[src/rtl/spbe_pkg.sv]
// Package for the spectral peak / band energy block: payload, config and snapshot types.
// No dependencies; used by every module of the block.
`default_nettype none
package spbe_pkg;

  localparam int LevelBits = 24;
  localparam int BinBits   = 11;
  localparam int SumBits   = 59;
  localparam int RootBits  = 30;
  localparam int OffBits   = 16;
  localparam int NumBands  = 3;
  localparam int CfgIdxBits = 3;
  localparam int CfgDataBits = 24;
  localparam logic [SumBits-1:0] SumMax = {SumBits{1'b1}};
  localparam logic [OffBits-1:0] HalfBin = 16'd16384;

  // Register indexes
  localparam logic [CfgIdxBits-1:0] RegStart  = 3'd0;
  localparam logic [CfgIdxBits-1:0] RegMinLvl = 3'd1;
  localparam logic [CfgIdxBits-1:0] RegALow   = 3'd2;
  localparam logic [CfgIdxBits-1:0] RegAHigh  = 3'd3;
  localparam logic [CfgIdxBits-1:0] RegBLow   = 3'd4;
  localparam logic [CfgIdxBits-1:0] RegBHigh  = 3'd5;
  localparam logic [CfgIdxBits-1:0] RegCLow   = 3'd6;
  localparam logic [CfgIdxBits-1:0] RegCHigh  = 3'd7;

  typedef struct packed {
    logic [LevelBits-1:0] magnitude;
    logic                 last_bin;
  } in_item_t;

  typedef struct packed {
    logic [BinBits-1:0]        peak_index;
    logic signed [OffBits-1:0] peak_offset;
    logic                      peak_valid;
    logic [RootBits-1:0]       band_a_energy;
    logic [RootBits-1:0]       band_b_energy;
    logic [RootBits-1:0]       band_c_energy;
  } out_item_t;

  typedef struct packed {
    logic [BinBits-1:0]                 search_start_bin;
    logic [LevelBits-1:0]               min_peak_level;
    logic [NumBands-1:0][BinBits-1:0]   band_low;
    logic [NumBands-1:0][BinBits-1:0]   band_high;
  } cfg_t;

  // End-of-spectrum snapshot handed from front to back
  typedef struct packed {
    logic [BinBits-1:0]               peak_index;
    logic                             peak_valid;
    logic                             do_offset;
    logic [LevelBits-1:0]             left_level;
    logic [LevelBits-1:0]             best_level;
    logic [LevelBits-1:0]             right_level;
    logic [NumBands-1:0][SumBits-1:0] sums;
  } snap_t;

endpackage
`default_nettype wire

[src/rtl/spectral_peak_band_energy_top.sv]
// The front takes one bin per cycle while the two-entry queue has room and queues a
// snapshot on the last bin. The back runs the offset divide when the peak needs an
// offset (stopping early when the offset saturates), then the three square roots,
// which always run. It does not take a new snapshot until the previous result has
// been loaded into the output register, so an output stall holds it. Reset (rst_n low,
// synchronous) loads default config and clears per-spectrum state, queue and output.
`default_nettype none
module spectral_peak_band_energy_top (
  input  wire logic                               clk,
  input  wire logic                               rst_n,
  input  wire logic                               in_valid,
  output logic                                    in_ready,
  input  wire spbe_pkg::in_item_t                 in_data,
  output logic                                    out_valid,
  input  wire logic                               out_ready,
  output spbe_pkg::out_item_t                     out_data,
  input  wire logic                               cfg_we,
  input  wire logic [spbe_pkg::CfgIdxBits-1:0]    cfg_index,
  input  wire logic [spbe_pkg::CfgDataBits-1:0]   cfg_data
);

  spbe_pkg::cfg_t  cfg_r;
  spbe_pkg::snap_t push_data, pop_data;
  logic            push, pop, full, empty;

  // config register file; writes take effect at once
  always_ff @(posedge clk) begin
    if (!rst_n) begin
      cfg_r.search_start_bin <= 11'd9;
      cfg_r.min_peak_level   <= 24'd16777;
      cfg_r.band_low         <= {3{11'd1}};
      cfg_r.band_high        <= '0;
    end else if (cfg_we) begin
      case (cfg_index)
        spbe_pkg::RegStart:  cfg_r.search_start_bin <= cfg_data[10:0];
        spbe_pkg::RegMinLvl: cfg_r.min_peak_level   <= cfg_data;
        spbe_pkg::RegALow:   cfg_r.band_low[0]      <= cfg_data[10:0];
        spbe_pkg::RegAHigh:  cfg_r.band_high[0]     <= cfg_data[10:0];
        spbe_pkg::RegBLow:   cfg_r.band_low[1]      <= cfg_data[10:0];
        spbe_pkg::RegBHigh:  cfg_r.band_high[1]     <= cfg_data[10:0];
        spbe_pkg::RegCLow:   cfg_r.band_low[2]      <= cfg_data[10:0];
        spbe_pkg::RegCHigh:  cfg_r.band_high[2]     <= cfg_data[10:0];
        default: ;
      endcase
    end
  end

  // front: streaming peak search and band sums
  spbe_front u_front (
    .clk(clk), .rst_n(rst_n), .cfg(cfg_r),
    .in_valid(in_valid), .in_ready(in_ready), .in_data(in_data),
    .q_full(full), .q_push(push), .q_data(push_data)
  );

  // short queue of end-of-spectrum snapshots
  spbe_fifo u_fifo (
    .clk(clk), .rst_n(rst_n), .push(push), .push_data(push_data),
    .pop(pop), .full(full), .empty(empty), .pop_data(pop_data)
  );

  // back: divide, square roots, output register
  spbe_back u_back (
    .clk(clk), .rst_n(rst_n), .q_empty(empty), .q_pop(pop), .q_data(pop_data),
    .out_valid(out_valid), .out_ready(out_ready), .out_data(out_data)
  );

  // an invalid peak never carries an offset
  a_invalid_no_offset: assert property (@(posedge clk) disable iff (!rst_n)
    out_valid && !out_data.peak_valid |-> out_data.peak_offset == '0)
    else $error("offset on invalid peak");

  // offset stays within half a bin
  a_offset_range: assert property (@(posedge clk) disable iff (!rst_n)
    out_valid |-> ($signed(out_data.peak_offset) <= 16'sd16384 &&
                   $signed(out_data.peak_offset) >= -16'sd16384))
    else $error("offset out of range");

endmodule
`default_nettype wire

[src/rtl/spbe_front.sv]
// Front end: per-bin peak tracking and band sum-of-squares; pushes a snapshot on last bin.
// Depends on spbe_pkg.
`default_nettype none
module spbe_front (
  input  wire logic             clk,
  input  wire logic             rst_n,
  input  wire spbe_pkg::cfg_t   cfg,
  input  wire logic             in_valid,
  output logic                  in_ready,
  input  wire spbe_pkg::in_item_t in_data,
  input  wire logic             q_full,
  output logic                  q_push,
  output spbe_pkg::snap_t       q_data
);

  logic [spbe_pkg::BinBits-1:0]   bin_r, bidx_r, bidx_nxt, start;
  logic [spbe_pkg::LevelBits-1:0] best_r, left_r, right_r, prior_r;
  logic [spbe_pkg::LevelBits-1:0] best_nxt, left_nxt, right_nxt, m;
  logic                           rp_r, take, found, accept;
  logic [2*spbe_pkg::LevelBits-1:0] sq;
  logic [spbe_pkg::NumBands-1:0][spbe_pkg::SumBits-1:0] sum_r, sum_nxt;

  assign in_ready = !q_full;
  assign accept   = in_valid && in_ready;
  assign m        = in_data.magnitude;
  assign start    = (cfg.search_start_bin == '0) ? spbe_pkg::BinBits'(1) : cfg.search_start_bin;
  assign take     = (bin_r == start) || ((bin_r > start) && (m > best_r));
  assign found    = bin_r >= start;
  assign sq       = m * m;

  always_comb begin
    best_nxt  = take ? m : best_r;
    bidx_nxt  = take ? bin_r : bidx_r;
    left_nxt  = take ? prior_r : left_r;
    right_nxt = rp_r ? m : right_r;
    for (int k = 0; k < spbe_pkg::NumBands; k++) begin
      logic [spbe_pkg::BinBits-1:0] lo;
      logic [spbe_pkg::SumBits:0]   s;
      lo = (cfg.band_low[k] == '0) ? spbe_pkg::BinBits'(1) : cfg.band_low[k];
      s  = {1'b0, sum_r[k]} + {{(spbe_pkg::SumBits+1-2*spbe_pkg::LevelBits){1'b0}}, sq};
      if (bin_r >= lo && bin_r <= cfg.band_high[k]) begin
        sum_nxt[k] = s[spbe_pkg::SumBits] ? spbe_pkg::SumMax : s[spbe_pkg::SumBits-1:0];
      end else begin
        sum_nxt[k] = sum_r[k];
      end
    end
  end

  always_comb begin
    q_push             = accept && in_data.last_bin;
    q_data.peak_index  = found ? bidx_nxt : '0;
    q_data.peak_valid  = found && (best_nxt >= cfg.min_peak_level);
    q_data.do_offset   = found && (best_nxt >= cfg.min_peak_level) && !take && (bidx_nxt != '0);
    q_data.left_level  = left_nxt;
    q_data.best_level  = best_nxt;
    q_data.right_level = right_nxt;
    q_data.sums        = sum_nxt;
  end

  always_ff @(posedge clk) begin
    if (!rst_n || (accept && in_data.last_bin)) begin
      bin_r   <= '0;
      bidx_r  <= '0;
      best_r  <= '0;
      left_r  <= '0;
      right_r <= '0;
      prior_r <= '0;
      rp_r    <= 1'b0;
      sum_r   <= '0;
    end else if (accept) begin
      bin_r   <= bin_r + spbe_pkg::BinBits'(1);  // wraps at 2048 bins
      bidx_r  <= bidx_nxt;
      best_r  <= best_nxt;
      left_r  <= left_nxt;
      right_r <= right_nxt;
      prior_r <= m;
      rp_r    <= take;
      sum_r   <= sum_nxt;
    end
  end

endmodule
`default_nettype wire

[src/rtl/spbe_fifo.sv]
// Two-entry snapshot queue between front and back.
// Depends on spbe_pkg.
`default_nettype none
module spbe_fifo (
  input  wire logic            clk,
  input  wire logic            rst_n,
  input  wire logic            push,
  input  wire spbe_pkg::snap_t push_data,
  input  wire logic            pop,
  output logic                 full,
  output logic                 empty,
  output spbe_pkg::snap_t      pop_data
);

  spbe_pkg::snap_t mem_r [2];
  logic            wp_r, rp_r;
  logic [1:0]      cnt_r;

  assign full     = cnt_r == 2'd2;
  assign empty    = cnt_r == 2'd0;
  assign pop_data = mem_r[rp_r];

  always_ff @(posedge clk) begin
    if (push) mem_r[wp_r] <= push_data;
  end

  always_ff @(posedge clk) begin
    if (!rst_n) begin
      wp_r  <= 1'b0;
      rp_r  <= 1'b0;
      cnt_r <= 2'd0;
    end else begin
      if (push) wp_r <= !wp_r;
      if (pop)  rp_r <= !rp_r;
      cnt_r <= cnt_r + {1'b0, push} - {1'b0, pop};
    end
  end

endmodule
`default_nettype wire

[src/rtl/spbe_back.sv]
// Back end: optional bit-serial offset divide, then three digit-by-digit square roots.
// Depends on spbe_pkg.
`default_nettype none
module spbe_back (
  input  wire logic             clk,
  input  wire logic             rst_n,
  input  wire logic             q_empty,
  output logic                  q_pop,
  input  wire spbe_pkg::snap_t  q_data,
  output logic                  out_valid,
  input  wire logic             out_ready,
  output spbe_pkg::out_item_t   out_data
);

  typedef enum logic [1:0] {S_IDLE, S_DIV, S_SQRT, S_HOLD} state_t;

  state_t                state_r;
  spbe_pkg::snap_t       snap_r;
  logic [40:0]           rem_r;
  logic [25:0]           d_r;
  logic [15:0]           q_r;
  logic [3:0]            dcnt_r;
  logic                  neg_r;
  logic [59:0]           sval_r;
  logic [33:0]           srem_r;
  logic [29:0]           root_r;
  logic [4:0]            scnt_r;
  logic [1:0]            band_r;
  logic [2:0][29:0]      en_r;
  logic                  out_valid_r;
  spbe_pkg::out_item_t   out_data_r;

  // load-time operands
  logic [23:0] a, b, g, mag;
  logic [24:0] s2, b2, ud;
  logic [39:0] n_load;
  logic [41:0] dtrial;
  logic [33:0] srem2;
  logic [33:0] strial;
  logic [15:0] q_fin;

  assign a      = q_data.left_level;
  assign b      = q_data.best_level;
  assign g      = q_data.right_level;
  assign mag    = (a >= g) ? (a - g) : (g - a);
  assign s2     = {1'b0, a} + {1'b0, g};
  assign b2     = {b, 1'b0};
  assign ud     = (s2 >= b2) ? (s2 - b2) : (b2 - s2);
  assign n_load = {1'b0, mag, 15'd0} + {15'd0, ud};
  assign dtrial = {16'd0, d_r} << dcnt_r;
  assign srem2  = {srem_r[31:0], sval_r[59:58]};
  assign strial = {2'b00, root_r, 2'b01};
  assign q_fin  = (q_r > spbe_pkg::HalfBin) ? spbe_pkg::HalfBin : q_r;

  assign q_pop     = (state_r == S_IDLE) && !q_empty;
  assign out_valid = out_valid_r;
  assign out_data  = out_data_r;

  always_ff @(posedge clk) begin
    if (!rst_n) begin
      state_r     <= S_IDLE;
      out_valid_r <= 1'b0;
    end else begin
      if (out_valid_r && out_ready) out_valid_r <= 1'b0;
      case (state_r)
        S_IDLE: begin
          if (!q_empty) begin
            snap_r <= q_data;
            rem_r  <= {1'b0, n_load};
            d_r    <= {ud, 1'b0};
            q_r    <= '0;
            dcnt_r <= 4'd15;
            neg_r  <= (a < g) != (s2 < b2);
            if (q_data.do_offset && (s2 != b2)) begin
              state_r <= S_DIV;
            end else begin
              sval_r  <= {1'b0, q_data.sums[0]};
              srem_r  <= '0;
              root_r  <= '0;
              scnt_r  <= '0;
              band_r  <= '0;
              state_r <= S_SQRT;
            end
          end
        end
        S_DIV: begin
          if ({1'b0, rem_r} >= dtrial) begin
            rem_r <= rem_r - dtrial[40:0];
            q_r   <= q_r | (16'd1 << dcnt_r);
          end
          // quotient at or above 2^15 saturates
          if (dcnt_r == 4'd0 || (dcnt_r == 4'd15 && {1'b0, rem_r} >= dtrial)) begin
            if (dcnt_r == 4'd15) q_r <= spbe_pkg::HalfBin;
            sval_r  <= {1'b0, snap_r.sums[0]};
            srem_r  <= '0;
            root_r  <= '0;
            scnt_r  <= '0;
            band_r  <= '0;
            state_r <= S_SQRT;
          end
          dcnt_r <= dcnt_r - 1'b1;
        end
        S_SQRT: begin
          logic [33:0] nrem;
          logic [29:0] nroot;
          if (srem2 >= strial) begin
            nrem  = srem2 - strial;
            nroot = {root_r[28:0], 1'b1};
          end else begin
            nrem  = srem2;
            nroot = {root_r[28:0], 1'b0};
          end
          sval_r <= {sval_r[57:0], 2'b00};
          if (scnt_r == 5'd29) begin
            en_r[band_r] <= nroot;
            srem_r <= '0;
            root_r <= '0;
            scnt_r <= '0;
            if (band_r == 2'd2) begin
              state_r <= S_HOLD;
            end else begin
              sval_r <= {1'b0, snap_r.sums[band_r + 2'd1]};
              band_r <= band_r + 2'd1;
            end
          end else begin
            srem_r <= nrem;
            root_r <= nroot;
            scnt_r <= scnt_r + 5'd1;
          end
        end
        S_HOLD: begin
          if (!out_valid_r || out_ready) begin
            out_valid_r              <= 1'b1;
            out_data_r.peak_index    <= snap_r.peak_index;
            out_data_r.peak_valid    <= snap_r.peak_valid;
            out_data_r.peak_offset   <= neg_r ? -q_fin : q_fin;
            out_data_r.band_a_energy <= en_r[0];
            out_data_r.band_b_energy <= en_r[1];
            out_data_r.band_c_energy <= en_r[2];
            state_r                  <= S_IDLE;
          end
        end
        default: state_r <= S_IDLE;
      endcase
    end
  end

endmodule
`default_nettype wire

[config.mk]
export PLATFORM = sky130hd
export DESIGN_NAME = spectral_peak_band_energy_top
export DESIGN_NICKNAME = d
export VERILOG_FILES = /design/src/rtl/spbe_pkg.sv /design/src/rtl/spectral_peak_band_energy_top.sv /design/src/rtl/spbe_front.sv /design/src/rtl/spbe_fifo.sv /design/src/rtl/spbe_back.sv
export SDC_FILE = /design/constraint.sdc
export NUM_CORES = 2
export LEC_CHECK = 0
export ABC_CLOCK_PERIOD_IN_PS = 16200
export CORE_MARGIN = 10
export CORE_UTILIZATION = 30
export DETAILED_ROUTE_END_ITERATION = 16
export DONT_BUFFER_PORTS = 1
export PLACE_DENSITY_LB_ADDON = 0.1
export SYNTH_ARGS = -nofsm -noshare
export SYNTH_HDL_FRONTEND = slang
export SYNTH_HIERARCHICAL = 1
export SYNTH_SLANG_ARGS = --single-unit
[constraint.sdc]
create_clock -name clk -period 16.2 [get_ports clk]
set_clock_uncertainty 0.15 [all_clocks]
set_input_delay 2.43 -clock clk [delete_from_list [all_inputs] [get_ports clk]]
set_output_delay 2.43 -clock clk [all_outputs]
set_load 0.05 [all_outputs]
==> results.md <==
CTS:
- The worst-skew pair later-pin latency is 0.90 ns.
- Once the clock tree was built, the setup fixing pass inserted 0 buffers.
- The H-tree depth is 4.
- After clock tree synthesis, the flow added hold-fix buffers numbering 0.
- In this run, CTS created clock tree buffers numbering 192.
- TritonCTS built the clock tree.
- Counting along the longest clock path gives a buffer depth of 4.
- The clock edge transition at the registers on the reported setup and hold paths is 0.06 ns.
- The sink count of the clock tree is 1542.
- In this run, post-CTS repair resized a total of 0 instances.
- The root buffer selected by CTS is clkbuf_16.

Routing:
- The detailed router placed 71703 vias in this run.
- Dividing the detail-routed via count by the number of cells gives 5.084.
- The DRC violation count after routing is 0.
- The total length of routed wires is 330200 um.
- The number of iterations in the first detailed-routing pass is 6.
- For this block, the initial DRC count from the detailed router was 4734.
- Dividing the detail-routed wire length by the instance count gives 23.41 um.
- The count of nets left with antenna violations once routing finished came out at 0.

Timing:
- The fmax is 0.07994 GHz.
- The final critical path takes up 77.22% of the cycle.
- Setup violations remaining at the end of the flow were counted as 0.
- The number of hold violations in the final report came to 0.
- The worst relative slew slack is 15.20%.
- For the pin with the worst max-slew slack, the measured transition is 1.263 ns.
- The setup TNS is 0 ns.
- Setup repair after global routing left no endpoint under its margin.
- The final max-slew violation count is 0.
- The post-route minimum period is 12.51 ns.

Placement:
- The HPWL reported at the end of detailed placement is 239500 um.
- The final weighted congestion of routability-driven global placement is 0.8815.
- Buffers placed on the I/O ports in this run total 0.

Yosys:
- The cell count after synthesis came out at 9702.
- The area of the mapped netlist is 0.1008 mm^2.
- In this run, distinct cell masters in the synthesized netlist total 115.
- The synthesized area per cell is 10.39 um^2.
- The flop and latch count out of synthesis is 1542.
- The most instantiated flip-flop cell in the synthesis netlist is edfxtp_1.
- When the netlist entered floorplanning its net count stood at 10858.
- The sequential area share after synthesis is 41.91%.
- The count of flip-flops with a built-in enable after synthesis is 1137.
- For this run, asynchronously set or reset flops after synthesis account for 0%.
- The warning count from the yosys run is 6.

Floorplanning:
- The vertical die dimension is 599.7 um.
- The die covers 0.3597 mm^2.
- The die is 599.7 um wide.
- The initial utilization of the core area, before any placement, comes to 30.19%.
- Row generation in the floorplan step produced 212 rows.
- In this run the count of I/O pins placed on the die edge is 177.
- The core region area is 0.3340 mm^2.

Worst setup path:
- The startpoint class of the critical path is a primary input.
- STA classifies the critical path endpoint as a register.
- At the worst endpoint, the arrival time is 12.97 ns.
- The master of the slowest instance on the critical path is a31oi_1.
- Of all nets on the critical path, the largest fanout is 26.
- The data required time of the critical path is 16.66 ns.
- The delay of the slowest cell on the worst path is 0.58 ns.
- The register-to-register setup slack is 5.17 ns.
- The critical register-to-register path endpoint is u_back/rem_r[33].
- The count of cells along the worst register-to-register path is 36.
- The setup path with the least slack is of type primary input to register.
- In this run the worst setup path begins at in_data[22].
- By instance count, the cell type seen most on the critical path is fa_1.

Run:
- The max-capacitance violation count is 0.

GRT:
- Global routing consumed, over all layers together, 17.70% of the routing resources.
- The wire length of the first global-routing pass is 486600 um.
- For this run the aggregate overflow at the end of global routing stands at 0.
- The initial antenna violation count is 16.
- The pin count of the biggest net entering global routing is 192.
- The number of global-route vias before repair is 72018.

Final layout:
- The most common cell after layout, fill and taps aside is edfxtp_1.
- Leaving out fill and tap cells, the most frequent cells in the layout are edfxtp_1 (1137), inv_1 (964), nor2_1 (899), a21oi_1 (765), nand2_1 (722).
- The storage element area is 0.04226 mm^2.
- The number of nets at the end of the flow is 10698.
- The area of combinational cells with multiple inputs is 0.05314 mm^2.
- From synthesis to final layout, the design area changed by 11.03%.
- The number of fill cells is 33769.
- The ratio of cells with drive above 1 in the final layout is 9.204%.

Min path:
- The worst hold path begins at u_back/en_r[10].
- The path class of the lowest-slack min-delay path is register to register.
- For hold timing, the worst endpoint is u_back/out_data[70].
- The worst hold path was traced through 0 stages.

Status:
- The flow ran to the end, and the final reports show no timing, DRC or antenna violations.
final cells by class:
cell class	instances	share of cell area (%)
multi-input combinational	6727	47.47
sequential	1542	37.75
tap	4387	4.904
clock buffer	243	4.582
inverter	968	3.253
clock inverter	111	1.232
timing repair buffer	111	0.7780
antenna	14	0.03130
flip-flops by register name, indices dropped and copies added, names as in the netlist, 32 cells and up, named ones only:
register,cells
cfg_r,101
u_back/snap_r,189
u_back/sval_r,60
u_back/rem_r,41
u_fifo/mem_r,524
u_front/sum_r,177
u_back/en_r,90
u_back/out_data,118
u_back/srem_r,32
worst max-delay path, delay by kind of cell:
family	cells	cell delay, ns
fa+ha+maj	9	4.40
compound gates	14	3.84
simple gates	4	1.14
buf+inv	5	0.55
xor+xnor	1	0.55
cell families (layout without fill, tap and decap cells):
family / count (synthesis) / count (layout) / synth area share (%)
AOI/OAI and AO/OA: 2125 / 2125 / 13.50
xor gates and xnor gates: 347 / 347 / 3.047
adders and majority gates: 1099 / 1099 / 16.83
buffers and inverters: 1433 / 1433 / 5.633
DFF: 1542 / 1542 / 41.91
muxes: 669 / 669 / 7.894
other: 0 / 14 / 0
and+or+nand+nor: 2487 / 2487 / 11.19
Yosys cell counts, drive strengths merged (30+ instances only):
master	count	area (um^2)
edfxtp	1137	34140
inv	967	3630
nor2	915	3445
a21oi	769	3860
nand2	726	2728
ha	671	8396
fa	428	8568
dfxtp	405	8108
o21ai	367	1844
mux2	349	4606
clkbuf	334	1254
mux2i	308	3083
a21o	228	1712
xnor2	222	1963
and2	155	974.7
nand3	144	725.7
a31oi	132	853.3
buf	131	792.0
nor3	125	625.6
xor2	124	1086
nor2b	88	550.5
o21bai	77	578.1
nand4	76	475.5
a211oi	68	525.5
and3	68	425.4
o21a	59	444.2
a22oi	55	412.9
o211ai	45	347.8
nand2b	39	244.0
nor4	32	212.7
or3	32	200.2
a32o	30	300.3
worst max path at each step:
| stage | endpoint | depth (start not counted) | slack, ns |
|---|---|---|---|
| after floorplan | u_fifo/wp_r | 5 | 0.65 |
| after global placement | u_fifo/mem_r[0][56] | 33 | 3.02 |
| after detailed placement | u_fifo/mem_r[0][56] | 31 | 2.95 |
| after CTS | u_fifo/mem_r[0][56] | 33 | 3.89 |
| after global routing | u_fifo/mem_r[0][56] | 33 | 3.24 |
| final | u_fifo/mem_r[0][56] | 33 | 3.69 |
stage by stage:
step,hold WS [ns],setup WS [ns],utilization [%],std cells,instance area (um^2)
finish,0.2282,3.690,33.52,14103,111900
global route,0.2422,3.238,33.51,14090,111900
CTS,0.2316,3.889,33.51,14089,111900
detailed placement,0.2545,2.954,31.56,13735,105400
global placement,0.2509,3.024,31.56,13735,105400
floorplan,0.2503,0.6540,-,9702,100800
layer usage:
layer	GRT usage (%)	vias to the layer above	routed length, um
met1	25.03	35841	157300
li1	-	33893	-
met2	28.98	1646	151700
met3	2.327	323	14020
met5	0	-	0
met4	3.687	0	7197
Power is not shown: default switching activity piles up to over one toggle a cycle in this logic, so the estimate is an artifact.
